<file path="config.mk">
export PLATFORM = sky130hd
export DESIGN_NAME = substring_first_match
export DESIGN_NICKNAME = d
export VERILOG_FILES = /design/src/hdl/sfm_pkg.sv /design/src/hdl/sfm_core.sv /design/src/hdl/substring_first_match.sv
export VERILOG_INCLUDE_DIRS = /design/src /design/src/hdl
export SDC_FILE = /design/constraint.sdc
export NUM_CORES = 1
export LEC_CHECK = 0
export ABC_AREA = 0
export BUFFER_PORTS_ARGS = -buffer_cell sky130_fd_sc_hd__buf_2
export CORE_MARGIN = 2
export CORE_UTILIZATION = 45
export DETAILED_ROUTE_END_ITERATION = 6
export GPL_TIMING_DRIVEN = 0
export PLACE_DENSITY = 0.66
export SYNTH_ARGS = -nofsm -noshare
export SYNTH_HDL_FRONTEND = slang
export SYNTH_SLANG_ARGS = --single-unit
</file>
<file path="constraint.sdc">
create_clock -name clk -period 5.2 [get_ports clk]
set_clock_uncertainty 0.15 [all_clocks]
set_input_delay 0.26 -clock clk [delete_from_list [all_inputs] [get_ports clk]]
set_output_delay 0.26 -clock clk [all_outputs]
set_load 0.02 [all_outputs]
</file>
<file path="src/hdl/substring_first_match_assert.svh">
// ----------------------------------------------------------------------------
// Substring first match assertion macros
// Concurrent check wrappers clocked on clk, disabled while arst_n is low.
// ----------------------------------------------------------------------------
`ifndef SUBSTRING_FIRST_MATCH_ASSERT_SVH
`define SUBSTRING_FIRST_MATCH_ASSERT_SVH

`ifndef SYNTHESIS

// same-cycle implication
`define SFM_ASSERT_IMP(lbl, ante, cons) \
	lbl: assert property (@(posedge clk) disable iff (!arst_n) (ante) |-> (cons)) \
		else $error("substring_first_match: same-cycle check failed");

// next-cycle implication
`define SFM_ASSERT_NXT(lbl, ante, cons) \
	lbl: assert property (@(posedge clk) disable iff (!arst_n) (ante) |=> (cons)) \
		else $error("substring_first_match: next-cycle check failed");

`else

`define SFM_ASSERT_IMP(lbl, ante, cons)
`define SFM_ASSERT_NXT(lbl, ante, cons)

`endif

`endif

</file>
<file path="src/hdl/sfm_pkg.sv">
// ----------------------------------------------------------------------------
// sfm_pkg
// Types and constants shared by the substring first match block.
// ----------------------------------------------------------------------------
`default_nettype none

package sfm_pkg;

	localparam int PATTERN_MAX   = 16;
	localparam int POSITION_BITS = 16;

	// pattern bytes held by the two 64-bit pattern registers
	localparam int PATTERN_BYTES = 16;
	localparam int LEN_CAP       = (PATTERN_MAX < PATTERN_BYTES) ? PATTERN_MAX : PATTERN_BYTES;
	localparam int LEN_W         = $clog2(LEN_CAP + 1);

	localparam int CFG_DATA_W  = 64;
	localparam int CFG_INDEX_W = 2;
	localparam int CFG_LEN_W   = 5;
	localparam int INDEX_W     = 16;
	localparam int CMP_W       = (POSITION_BITS > INDEX_W) ? POSITION_BITS : INDEX_W;

	localparam logic [POSITION_BITS-1:0] POS_MAX = '1;

	localparam logic [CFG_INDEX_W-1:0] REG_PATTERN_LOW    = 2'd0;
	localparam logic [CFG_INDEX_W-1:0] REG_PATTERN_HIGH   = 2'd1;
	localparam logic [CFG_INDEX_W-1:0] REG_PATTERN_LENGTH = 2'd2;

	typedef struct packed {
		logic [7:0] text_byte;
		logic       text_last;
	} in_item_t;

	typedef struct packed {
		logic               found;
		logic [INDEX_W-1:0] match_index;
		logic               overflow;
	} out_item_t;

	typedef struct packed {
		logic [PATTERN_BYTES*8-1:0] pattern;
		logic [CFG_LEN_W-1:0]       length;
	} cfg_t;

endpackage

`default_nettype wire

</file>
<file path="src/hdl/sfm_core.sv">
// ----------------------------------------------------------------------------
// sfm_core
// Byte window, parallel pattern compare and per-text match state.
// ----------------------------------------------------------------------------
`default_nettype none

module sfm_core (
	input  wire logic              clk,
	input  wire logic              arst_n,
	input  wire logic              advance,
	input  wire sfm_pkg::in_item_t item,
	input  wire sfm_pkg::cfg_t     cfg,
	output sfm_pkg::out_item_t     result
);

	localparam int PB = sfm_pkg::POSITION_BITS;
	localparam int LC = sfm_pkg::LEN_CAP;
	localparam int LW = sfm_pkg::LEN_W;
	localparam int CW = sfm_pkg::CMP_W;
	localparam int IW = sfm_pkg::INDEX_W;

	logic [7:0]    win_q [LC];
	logic [7:0]    win_new [LC];
	logic [7:0]    pat [LC];
	logic [LC:0]   match_len;

	logic [PB-1:0] pos_q;
	logic          sat_q;
	logic          hit_q;
	logic [PB-1:0] first_q;

	logic [LW-1:0] len_eff;
	logic          sat_now;
	logic [PB-1:0] pos_next;
	logic [PB:0]   count;
	logic          eligible;
	logic          hit_new;
	logic          hit_now;
	logic [PB-1:0] first_calc;
	logic [PB-1:0] first_now;
	logic [CW-1:0] first_w;
	logic [IW-1:0] index_out;

	// window after this byte, newest at slot 0
	assign win_new[0] = item.text_byte;
	for (genvar j = 1; j < LC; j++) begin : g_shift
		assign win_new[j] = win_q[j-1];
	end

	for (genvar k = 0; k < LC; k++) begin : g_pat
		assign pat[k] = cfg.pattern[8*k +: 8];
	end

	// one equality vector per possible length; pattern byte 0 is the oldest byte
	assign match_len[0] = 1'b0;
	for (genvar gl = 1; gl <= LC; gl++) begin : g_len
		logic [gl-1:0] eq;
		for (genvar gk = 0; gk < gl; gk++) begin : g_byte
			assign eq[gk] = (win_new[gl-1-gk] == pat[gk]);
		end
		assign match_len[gl] = &eq;
	end

	always_comb begin
		if (cfg.length > sfm_pkg::CFG_LEN_W'(LC)) begin
			len_eff = LW'(LC);
		end else begin
			len_eff = LW'(cfg.length);
		end
	end

	always_comb begin
		sat_now    = sat_q || (pos_q == sfm_pkg::POS_MAX);
		pos_next   = (pos_q == sfm_pkg::POS_MAX) ? pos_q : pos_q + 1'b1;
		count      = {1'b0, pos_q} + 1'b1;
		eligible   = count >= (PB+1)'(len_eff);
		hit_new    = (len_eff != '0) && !hit_q && eligible && match_len[len_eff];
		hit_now    = hit_q || hit_new;
		first_calc = sat_now ? sfm_pkg::POS_MAX : PB'(count - (PB+1)'(len_eff));
		first_now  = hit_new ? first_calc : first_q;
		first_w    = CW'(first_now);
		index_out  = (first_w > CW'({IW{1'b1}})) ? {IW{1'b1}} : first_w[IW-1:0];
	end

	always_comb begin
		result.overflow = sat_now;
		if (len_eff == '0) begin
			result.found       = 1'b1;
			result.match_index = '0;
		end else if (hit_now) begin
			result.found       = 1'b1;
			result.match_index = index_out;
		end else begin
			result.found       = 1'b0;
			result.match_index = '0;
		end
	end

	// window is payload; stale bytes are masked by the eligibility check
	always_ff @(posedge clk) begin
		if (advance) begin
			win_q <= win_new;
		end
	end

	always_ff @(posedge clk or negedge arst_n) begin
		if (!arst_n) begin
			pos_q   <= '0;
			sat_q   <= 1'b0;
			hit_q   <= 1'b0;
			first_q <= '0;
		end else if (advance) begin
			if (item.text_last) begin
				pos_q   <= '0;
				sat_q   <= 1'b0;
				hit_q   <= 1'b0;
				first_q <= '0;
			end else begin
				pos_q   <= pos_next;
				sat_q   <= sat_now;
				hit_q   <= hit_now;
				first_q <= first_now;
			end
		end
	end

endmodule

`default_nettype wire

</file>
<file path="src/hdl/substring_first_match.sv">
// out_valid comes from the output register, set when the last byte of a text advances out of the input register.
// Throughput: one text byte per cycle while in_stall is low; the window compare is combinational
// logic between the input register and the result register.
// A pending result stalls input only when its final byte waits on a stalled output register.
// Reset (arst_n low) clears the pattern registers, valid flags and the match state.
`default_nettype none

// ----------------------------------------------------------------------------
// substring_first_match
// Streaming first-occurrence search of a configured pattern of up to 16 bytes.
// ----------------------------------------------------------------------------

`include "substring_first_match_assert.svh"

module substring_first_match (
	input  wire logic                                clk,
	input  wire logic                                arst_n,
	input  wire logic                                cfg_write,
	input  wire logic [sfm_pkg::CFG_INDEX_W-1:0]     cfg_index,
	input  wire logic [sfm_pkg::CFG_DATA_W-1:0]      cfg_data,
	input  wire logic                                in_valid,
	output logic                                     in_stall,
	input  wire sfm_pkg::in_item_t                   in_item,
	output logic                                     out_valid,
	input  wire logic                                out_stall,
	output sfm_pkg::out_item_t                       out_item
);

	logic [sfm_pkg::CFG_DATA_W-1:0] pattern_low_q;
	logic [sfm_pkg::CFG_DATA_W-1:0] pattern_high_q;
	logic [sfm_pkg::CFG_LEN_W-1:0]  pattern_length_q;
	sfm_pkg::cfg_t                  cfg;

	sfm_pkg::in_item_t  in_s1;
	logic               in_valid_s1;
	sfm_pkg::out_item_t result;
	sfm_pkg::out_item_t out_q;
	logic               out_valid_q;
	logic               advance;

	always_ff @(posedge clk or negedge arst_n) begin
		if (!arst_n) begin
			pattern_low_q    <= '0;
			pattern_high_q   <= '0;
			pattern_length_q <= '0;
		end else if (cfg_write) begin
			case (cfg_index)
				sfm_pkg::REG_PATTERN_LOW:    pattern_low_q    <= cfg_data;
				sfm_pkg::REG_PATTERN_HIGH:   pattern_high_q   <= cfg_data;
				sfm_pkg::REG_PATTERN_LENGTH: pattern_length_q <= cfg_data[sfm_pkg::CFG_LEN_W-1:0];
				default: ;
			endcase
		end
	end

	assign cfg.pattern = {pattern_high_q, pattern_low_q};
	assign cfg.length  = pattern_length_q;

	// a non-final byte never needs the output register
	assign advance  = in_valid_s1 && (!in_s1.text_last || !out_valid_q || !out_stall);
	assign in_stall = in_valid_s1 && !advance;

	always_ff @(posedge clk or negedge arst_n) begin
		if (!arst_n) begin
			in_valid_s1 <= 1'b0;
		end else if (in_valid && !in_stall) begin
			in_valid_s1 <= 1'b1;
		end else if (advance) begin
			in_valid_s1 <= 1'b0;
		end
	end

	always_ff @(posedge clk) begin
		if (in_valid && !in_stall) begin
			in_s1 <= in_item;
		end
	end

	sfm_core u_core (
		.clk     (clk),
		.arst_n  (arst_n),
		.advance (advance),
		.item    (in_s1),
		.cfg     (cfg),
		.result  (result)
	);

	always_ff @(posedge clk or negedge arst_n) begin
		if (!arst_n) begin
			out_valid_q <= 1'b0;
		end else if (advance && in_s1.text_last) begin
			out_valid_q <= 1'b1;
		end else if (!out_stall) begin
			out_valid_q <= 1'b0;
		end
	end

	always_ff @(posedge clk) begin
		if (advance && in_s1.text_last) begin
			out_q <= result;
		end
	end

	assign out_valid = out_valid_q;
	assign out_item  = out_q;

	`SFM_ASSERT_IMP(a_stall_cause, in_stall, in_valid_s1 && in_s1.text_last && out_valid_q && out_stall)
	`SFM_ASSERT_NXT(a_last_gives_result, advance && in_s1.text_last, out_valid)
	`SFM_ASSERT_IMP(a_miss_index_zero, out_valid && !out_item.found, out_item.match_index == '0)

endmodule

`default_nettype wire
</file>
# ---- Yosys cells after proc, flatten, opt, wreduce, memory -nomap -nowiden
# Index checks and enable logic that the tools add are counted.
dict set report word_totals {
  input_bits 80
  ff_bits 316
  wordCells 235
}
dict set report op_classes {
  n_lt_le_gt_ge 4
  mux 16
  bitwise_logic 1
  reduce_logical 41
  eq_ne 141
  n_addsub 3
}
# op count
set ops {}
lappend ops {{equality test 8 bit} 136}
lappend ops {{two-way mux 16 bit} 6}
lappend ops {{adder 16 x 1 -> 17 bit (second input constant)} 1}
lappend ops {{>= comparator 17 x 5 -> 1 bit} 1}
lappend ops {{two-way mux 17 bit} 1}
lappend ops {{adder 16 x 1 -> 16 bit (second input constant)} 1}
lappend ops {{equality test 16 bit (second input constant)} 1}
lappend ops {{greater-than comparator 16 bit (second input constant)} 1}
lappend ops {{AND reduction 16 bit} 1}
lappend ops {{subtractor 16 x 5 -> 16 bit} 1}
lappend ops {{AND reduction 15 bit} 1}
lappend ops {{AND reduction 14 bit} 1}
lappend ops {{AND reduction 13 bit} 1}
lappend ops {{AND reduction 12 bit} 1}
lappend ops {{AND reduction 11 bit} 1}
lappend ops {{AND reduction 10 bit} 1}
lappend ops {{AND reduction 2 bit} 5}
lappend ops {{AND reduction 9 bit} 1}
lappend ops {{AND reduction 8 bit} 1}
lappend ops {{logical AND 1 bit} 7}
lappend ops {{two-way mux 1 bit} 7}
lappend ops {{AND reduction 7 bit} 1}
lappend ops {{zero test 1 bit} 6}
lappend ops {{less-than comparator 5 x 6 -> 1 bit (second input constant)} 1}
lappend ops {{18 further kinds} 21}

# ---- Logic depth before layout (Yosys ltp)
dict set report depth {
  ltp_word 10
  ltp_mapped 16
  mapped_depth_nobuf 14
}

# ---- Hierarchy
# Synthesis repeated with hierarchy kept, for this count alone.
dict set report hier_totals {
  cells_unflattened 2591
  area_unflattened_um2 26025.0
}
# mod area_per_inst_um2 cells_each n_inst seq_area_each_um2
set modules_own_cells {}
lappend modules_own_cells {sfm_core 19755.2 2269 1 4454.3}
lappend modules_own_cells {substring_first_match 6269.8 322 1 4189.0}

# ---- Least setup slack after synthesis
# Ideal clock, no wire load.
dict set report synth_path {
  path_kind {register -> register}
  startpoint {reg out_valid_q, in the netlist out_valid}
  endpoint {reg out_q, in the netlist out_item[0], enable pin}
  setup_time_ns 0.374
  arrival_time_ns 4.059
  synth_period_minus_slack_ns 4.583
  path_stages_with_launch 6
  setup_slack_ns 0.617
  cell_sequence {dfrtp_1 -> nand3_1 -> nand2_1 -> inv_1 -> nand2_1 -> inv_1}
}
dict set report synth_between {
  elab_chain_len 5
}
# element line
set synth_rtl {}
lappend synth_rtl {{start, declared} substring_first_match.sv:38} ;# logic out_valid_q;
lappend synth_rtl {{start signal, assigned} substring_first_match.sv:90} ;# out_valid_q <= 1'b0;
lappend synth_rtl {{start signal, assigned} substring_first_match.sv:92} ;# out_valid_q <= 1'b1;
lappend synth_rtl {{start signal, assigned} substring_first_match.sv:94} ;# out_valid_q <= 1'b0;
lappend synth_rtl {{zero test 1 bit} substring_first_match.sv:60} ;# assign advance = in_valid_s1 && (!in_s1.text_last || !out_valid_q || !out_stall);
lappend synth_rtl {{logical OR 1 bit (2 in a row)} substring_first_match.sv:60}
lappend synth_rtl {{logical AND 1 bit} substring_first_match.sv:60}
lappend synth_rtl {{named net advance} substring_first_match.sv:39} ;# logic advance;
lappend synth_rtl {{logical AND 1 bit} substring_first_match.sv:99} ;# if (advance && in_s1.text_last) begin
lappend synth_rtl {{end signal, assigned} substring_first_match.sv:100} ;# out_q <= result;
lappend synth_rtl {{end, declared} substring_first_match.sv:37} ;# sfm_pkg::out_item_t out_q;
# The timed path passes the listed nets, and every way through them passes these cells.
# A chain may end at the register's enable or synchronous reset.

# ---- Worst setup path in the final report
dict set report layout_path {
  startpoint {reg u_core.win_q, in the netlist u_core.win_new[87]}
  endpoint {reg u_core.first_q[10]}
}
dict set report layout_between {
  elab_chain_len 7
  word_cells_on_any_way 27
}
# element line
set layout_rtl {}
lappend layout_rtl {{start, declared} sfm_core.sv:22} ;# logic [7:0] win_q [LC];
lappend layout_rtl {{start signal, assigned} sfm_core.sv:102} ;# win_q <= win_new;
lappend layout_rtl {{equality test 8 bit} sfm_core.sv:59} ;# assign eq[gk] = (win_new[gl-1-gk] == pat[gk]);
lappend layout_rtl {{AND reduction 16 bit, or another cell as far along} sfm_core.sv:61} ;# assign match_len[gl] = &eq;
lappend layout_rtl {{binary-select mux 1 bit (select 5 bit) (*)} sfm_core.sv:77} ;# hit_new = (len_eff != '0) && !hit_q && eligible && match_len[len_eff];
lappend layout_rtl {{two-way mux 1 bit (not written as such) (*)} sfm_core.sv:77}
lappend layout_rtl {{logical AND 1 bit (*)} sfm_core.sv:77}
lappend layout_rtl {{two-way mux 16 bit (*)} sfm_core.sv:80} ;# first_now = hit_new ? first_calc : first_q;
lappend layout_rtl {{two-way mux 16 bit (*)} sfm_core.sv:113} ;# if (item.text_last) begin
lappend layout_rtl {{end signal, assigned} sfm_core.sv:122} ;# first_q <= first_now;
lappend layout_rtl {{end, declared} sfm_core.sv:30} ;# logic [PB-1:0] first_q;
# Every way passes the cells marked *; elsewhere a longest branch is shown, timed or not. The select of a mux whose other input is x is not followed.

==> flow_metrics.py <==
metrics = {
    "placement": {
        "dp_hpwl_um": 121000,
        "placed_area_mm2": 0.0268,
        "place_congestion": 1.21,
        "portBuffers": 99,
        "pre_cts_slack_ns": -0.291,
    },
    "setup_path": {
        "crit_fanout": 10,
        "cp-end-kind": "flip-flop",
        "crit_arrival_ns": 6.07,
        "startpoint_type": "flip-flop",
        "required_ns": 5.53,
        "critPathKind": "reg -> reg",
    },
    "clock_network": {
        "cts-root-buf": "clkbuf_16",
        "cts.clk_slew.worst_paths_ns": 0.06,
        "post-cts-setup-buffers": 0,
        "cts_made_buffers": 39,
        "cts_tree": "yes",
        "clock-sinks": 316,
        "htree_levels": 2,
        "insertion_delay_ns": 0.61,
        "clockBufferDepth": 3,
    },
    "synth": {
        "yosysTopAreaCell": "xnor2_1",
        "syn-num-nets": 2685,
        "synth_area_mm2": 0.0252,
        "synthArstFlopShare": 0.535,
        "synth_area_leaders": "xnor2_1 (22%), edfxtp_1 (18%), dfrtp_1 (17%)",
        "ys_seq_area_frac": 0.343,
        "synth_ff_type": "dfrtp_1",
        "yosysWarningCount": 0,
        "synth_top_cell_area_share": 0.220,
        "synth_edf_count": 147,
        "ys_ff_latch": 316,
        "syn_avg_cell_area_um2": 9.70,
        "synth.distinct_cells": 74,
        "netlist_instances": 2599,
    },
    "floorplanning": {
        "rows": 86,
        "die_w_um": 241,
        "dieArea_mm2": 0.0579,
        "start_util": 0.457,
        "die_height_um": 241,
        "io_pins": 100,
        "core-area_mm2": 0.0552,
    },
    "power": {
        "internal-power_mw": 6.34,
        "p_comb_frac": 0.478,
        "irDropWorstVdd_v": 0.000346,
        "power.share.sequential": 0.278,
        "power.total_mw": 12.0,
        "clock_power_share": 0.244,
        "p_leak_nw": 10.5,
        "swShare": 0.471,
        "switching_power_mw": 5.64,
        "p_per_area_mw_per_mm2": 413,
    },
    "final_layout": {
        "mostFrequentLayoutCells": "xnor2_1 (634), xor2_1 (386), buf_2 (193)",
        "fin_nets": 2903,
        "final_common_cell": "xnor2_1",
        "design_area_mm2": 0.0290,
        "areaGrowthSynthToFinish_pct": 15.1,
        "final_util": 0.526,
        "drive_above_1_share": 0.158,
    },
    "drt": {
        "post-route-drc-count": 35,
        "routedWlPerCell_um": 48.9,
        "final_antenna_net_count": 0,
        "drt_iter0_drc": 5176,
        "drt_wl_total_um": 176000,
        "dr_total_vias": 26300,
        "dr.pass1.iters": 7,
        "vias_per_cell": 7.31,
    },
    "global_route": {
        "grtUsageMet3": 0.405,
        "overflow": 0,
        "grt_max_degree": 94,
        "use_met1": 0.674,
        "first_global_vias": 24500,
        "grt_pass1_wl_um": 227000,
        "grt_use_met2": 0.760,
        "antenna_found_initial": 9,
        "busiest_layer": "met2",
        "grt_usage": 0.604,
    },
    "timing": {
        "worst_slack_ns": -0.538,
        "finalSetupTns_ns": -14.05,
        "rsz0062_at_grt": "false",
        "worst_pin_slew_ns": 1.70,
        "relSlewSlack": -0.134,
        "fmax_mhz": 174,
        "min_period_ns": 5.74,
        "period_share": 1.10,
        "finalSetupViolations": 34,
        "hold_violations": 0,
        "drv_slew": 248,
    },
    "worst_hold_path": {
        "hp-class": "in -> async",
    },
    "status": {
        "status": "finished, violations left",
        "violations": "DRC, capacitance limit, slew limit, setup timing",
    },
    "run": {
        "cap_violations": 27,
    },
}
through the flow:
stage	std cells	hold slack [ns]
after floorplan	2599	-0.186
after global placement	3446	0.276
after detailed placement	3449	0.176
after CTS	3597	0.0741
after global routing	3597	0.123
final	3603	0.0889
metal layers:
metal	vias to the layer above	share of wire
met2	3005	0.36
met5	-	0.0050
met1	12800	0.33
met4	24	0.12
met3	1189	0.18
li1	9345	-
final timing paths:
kind                            slack, ns          startpoint                  end  depth (start not counted)
worst max register to register      -0.54  u_core.win_new[87]   u_core.first_q[10]                         13
worst max-delay path                -0.54  u_core.win_new[87]   u_core.first_q[10]                         13
worst min-delay path                 0.09              arst_n   pattern_high_q[20]                          2
max in group asynchronous            3.79              arst_n    pattern_low_q[14]                          3
worst min register to register       0.30  u_core.win_new[44]   u_core.win_new[36]                          0
min in group clk                     0.09           cfg_write  pattern_length_q[3]                          3
timing repair:
action | CTS | global route
pin swaps | 0 | 2
endpoints found under the hold margin | 218 | 0
endpoints found under the setup margin | 33 | 34
resized for setup | 12 | 28
hold buffers | 77 | 0
registers in the layout, summed over array words and instances (netlist names):
| register | cells |
|---|---|
| in_s1 | 9 |
| in_valid_s1 | 1 |
| out_item | 18 |
| out_valid | 1 |
| pattern_high_q | 64 |
| pattern_length_q | 5 |
| pattern_low_q | 64 |
| u_core.first_q | 16 |
| u_core.hit_q | 1 |
| u_core.pos_q | 16 |
| u_core.sat_q | 1 |
| u_core.win_new | 120 |
power by group through the flow:
stage                     sequential (mW)  clock (mW)  combinational [mW]
after global placement               3.29           0                5.12
final                                3.33        2.92                5.73
after global routing                 3.31        2.97                5.58
after floorplan                      3.17           0                3.07
after detailed placement             3.28           0                5.14
after CTS                            3.25        2.87                5.20
synthesized netlist by cell type (16+ instances only):
cell         n
buf_1       65
buf_2       86
clkbuf_1   154
dfrtp_1    169
edfxtp_1   147
inv_1       81
mux2_2     109
nand2_1     68
nand3_1     22
nand4_1    192
nor2_1      38
nor3_1      27
nor4_1     137
o21ai_0     59
o22ai_1     34
o2bb2ai_1   16
xnor2_1    634
xor2_1     386
final cells by class:
type                       count  area [um^2]
multi-input combinational   1892        15100
clock buffer                  50         1080
clock inverter                22          225
tap                          748          936
inverter                      82          313
antenna                        7         17.5
sequential                   316         8640
timing repair buffer         180         1360
fill                        5017        26200
buffer                       306         1390
logic make-up after synthesis:
group,count (synthesis),share of synthesized area
AO/OA/AOI/OAI,216,0.0624
flip-flops,316,0.343
buffers and inverters,391,0.0633
multiplexers,109,0.0487
adder cells (fa/ha/maj),7,0.00367
AND/OR/NAND/NOR,540,0.125
XOR/XNOR,1020,0.354
critical path: stages, from the launching register on:
cell and delay (ns):
edfxtp_1 0.39, clkbuf_1 1.22, inv_1 0.57, a221oi_1 1.03, and3_1 0.29, nand4_1 0.21, nor4_1 0.33, a211oi_1 0.16
o22ai_1 0.29, a41oi_1 0.17, buf_2 0.24, o21a_4 0.26, buf_6 0.17, o2bb2ai_2 0.12
(Power assumes the default switching activity.)
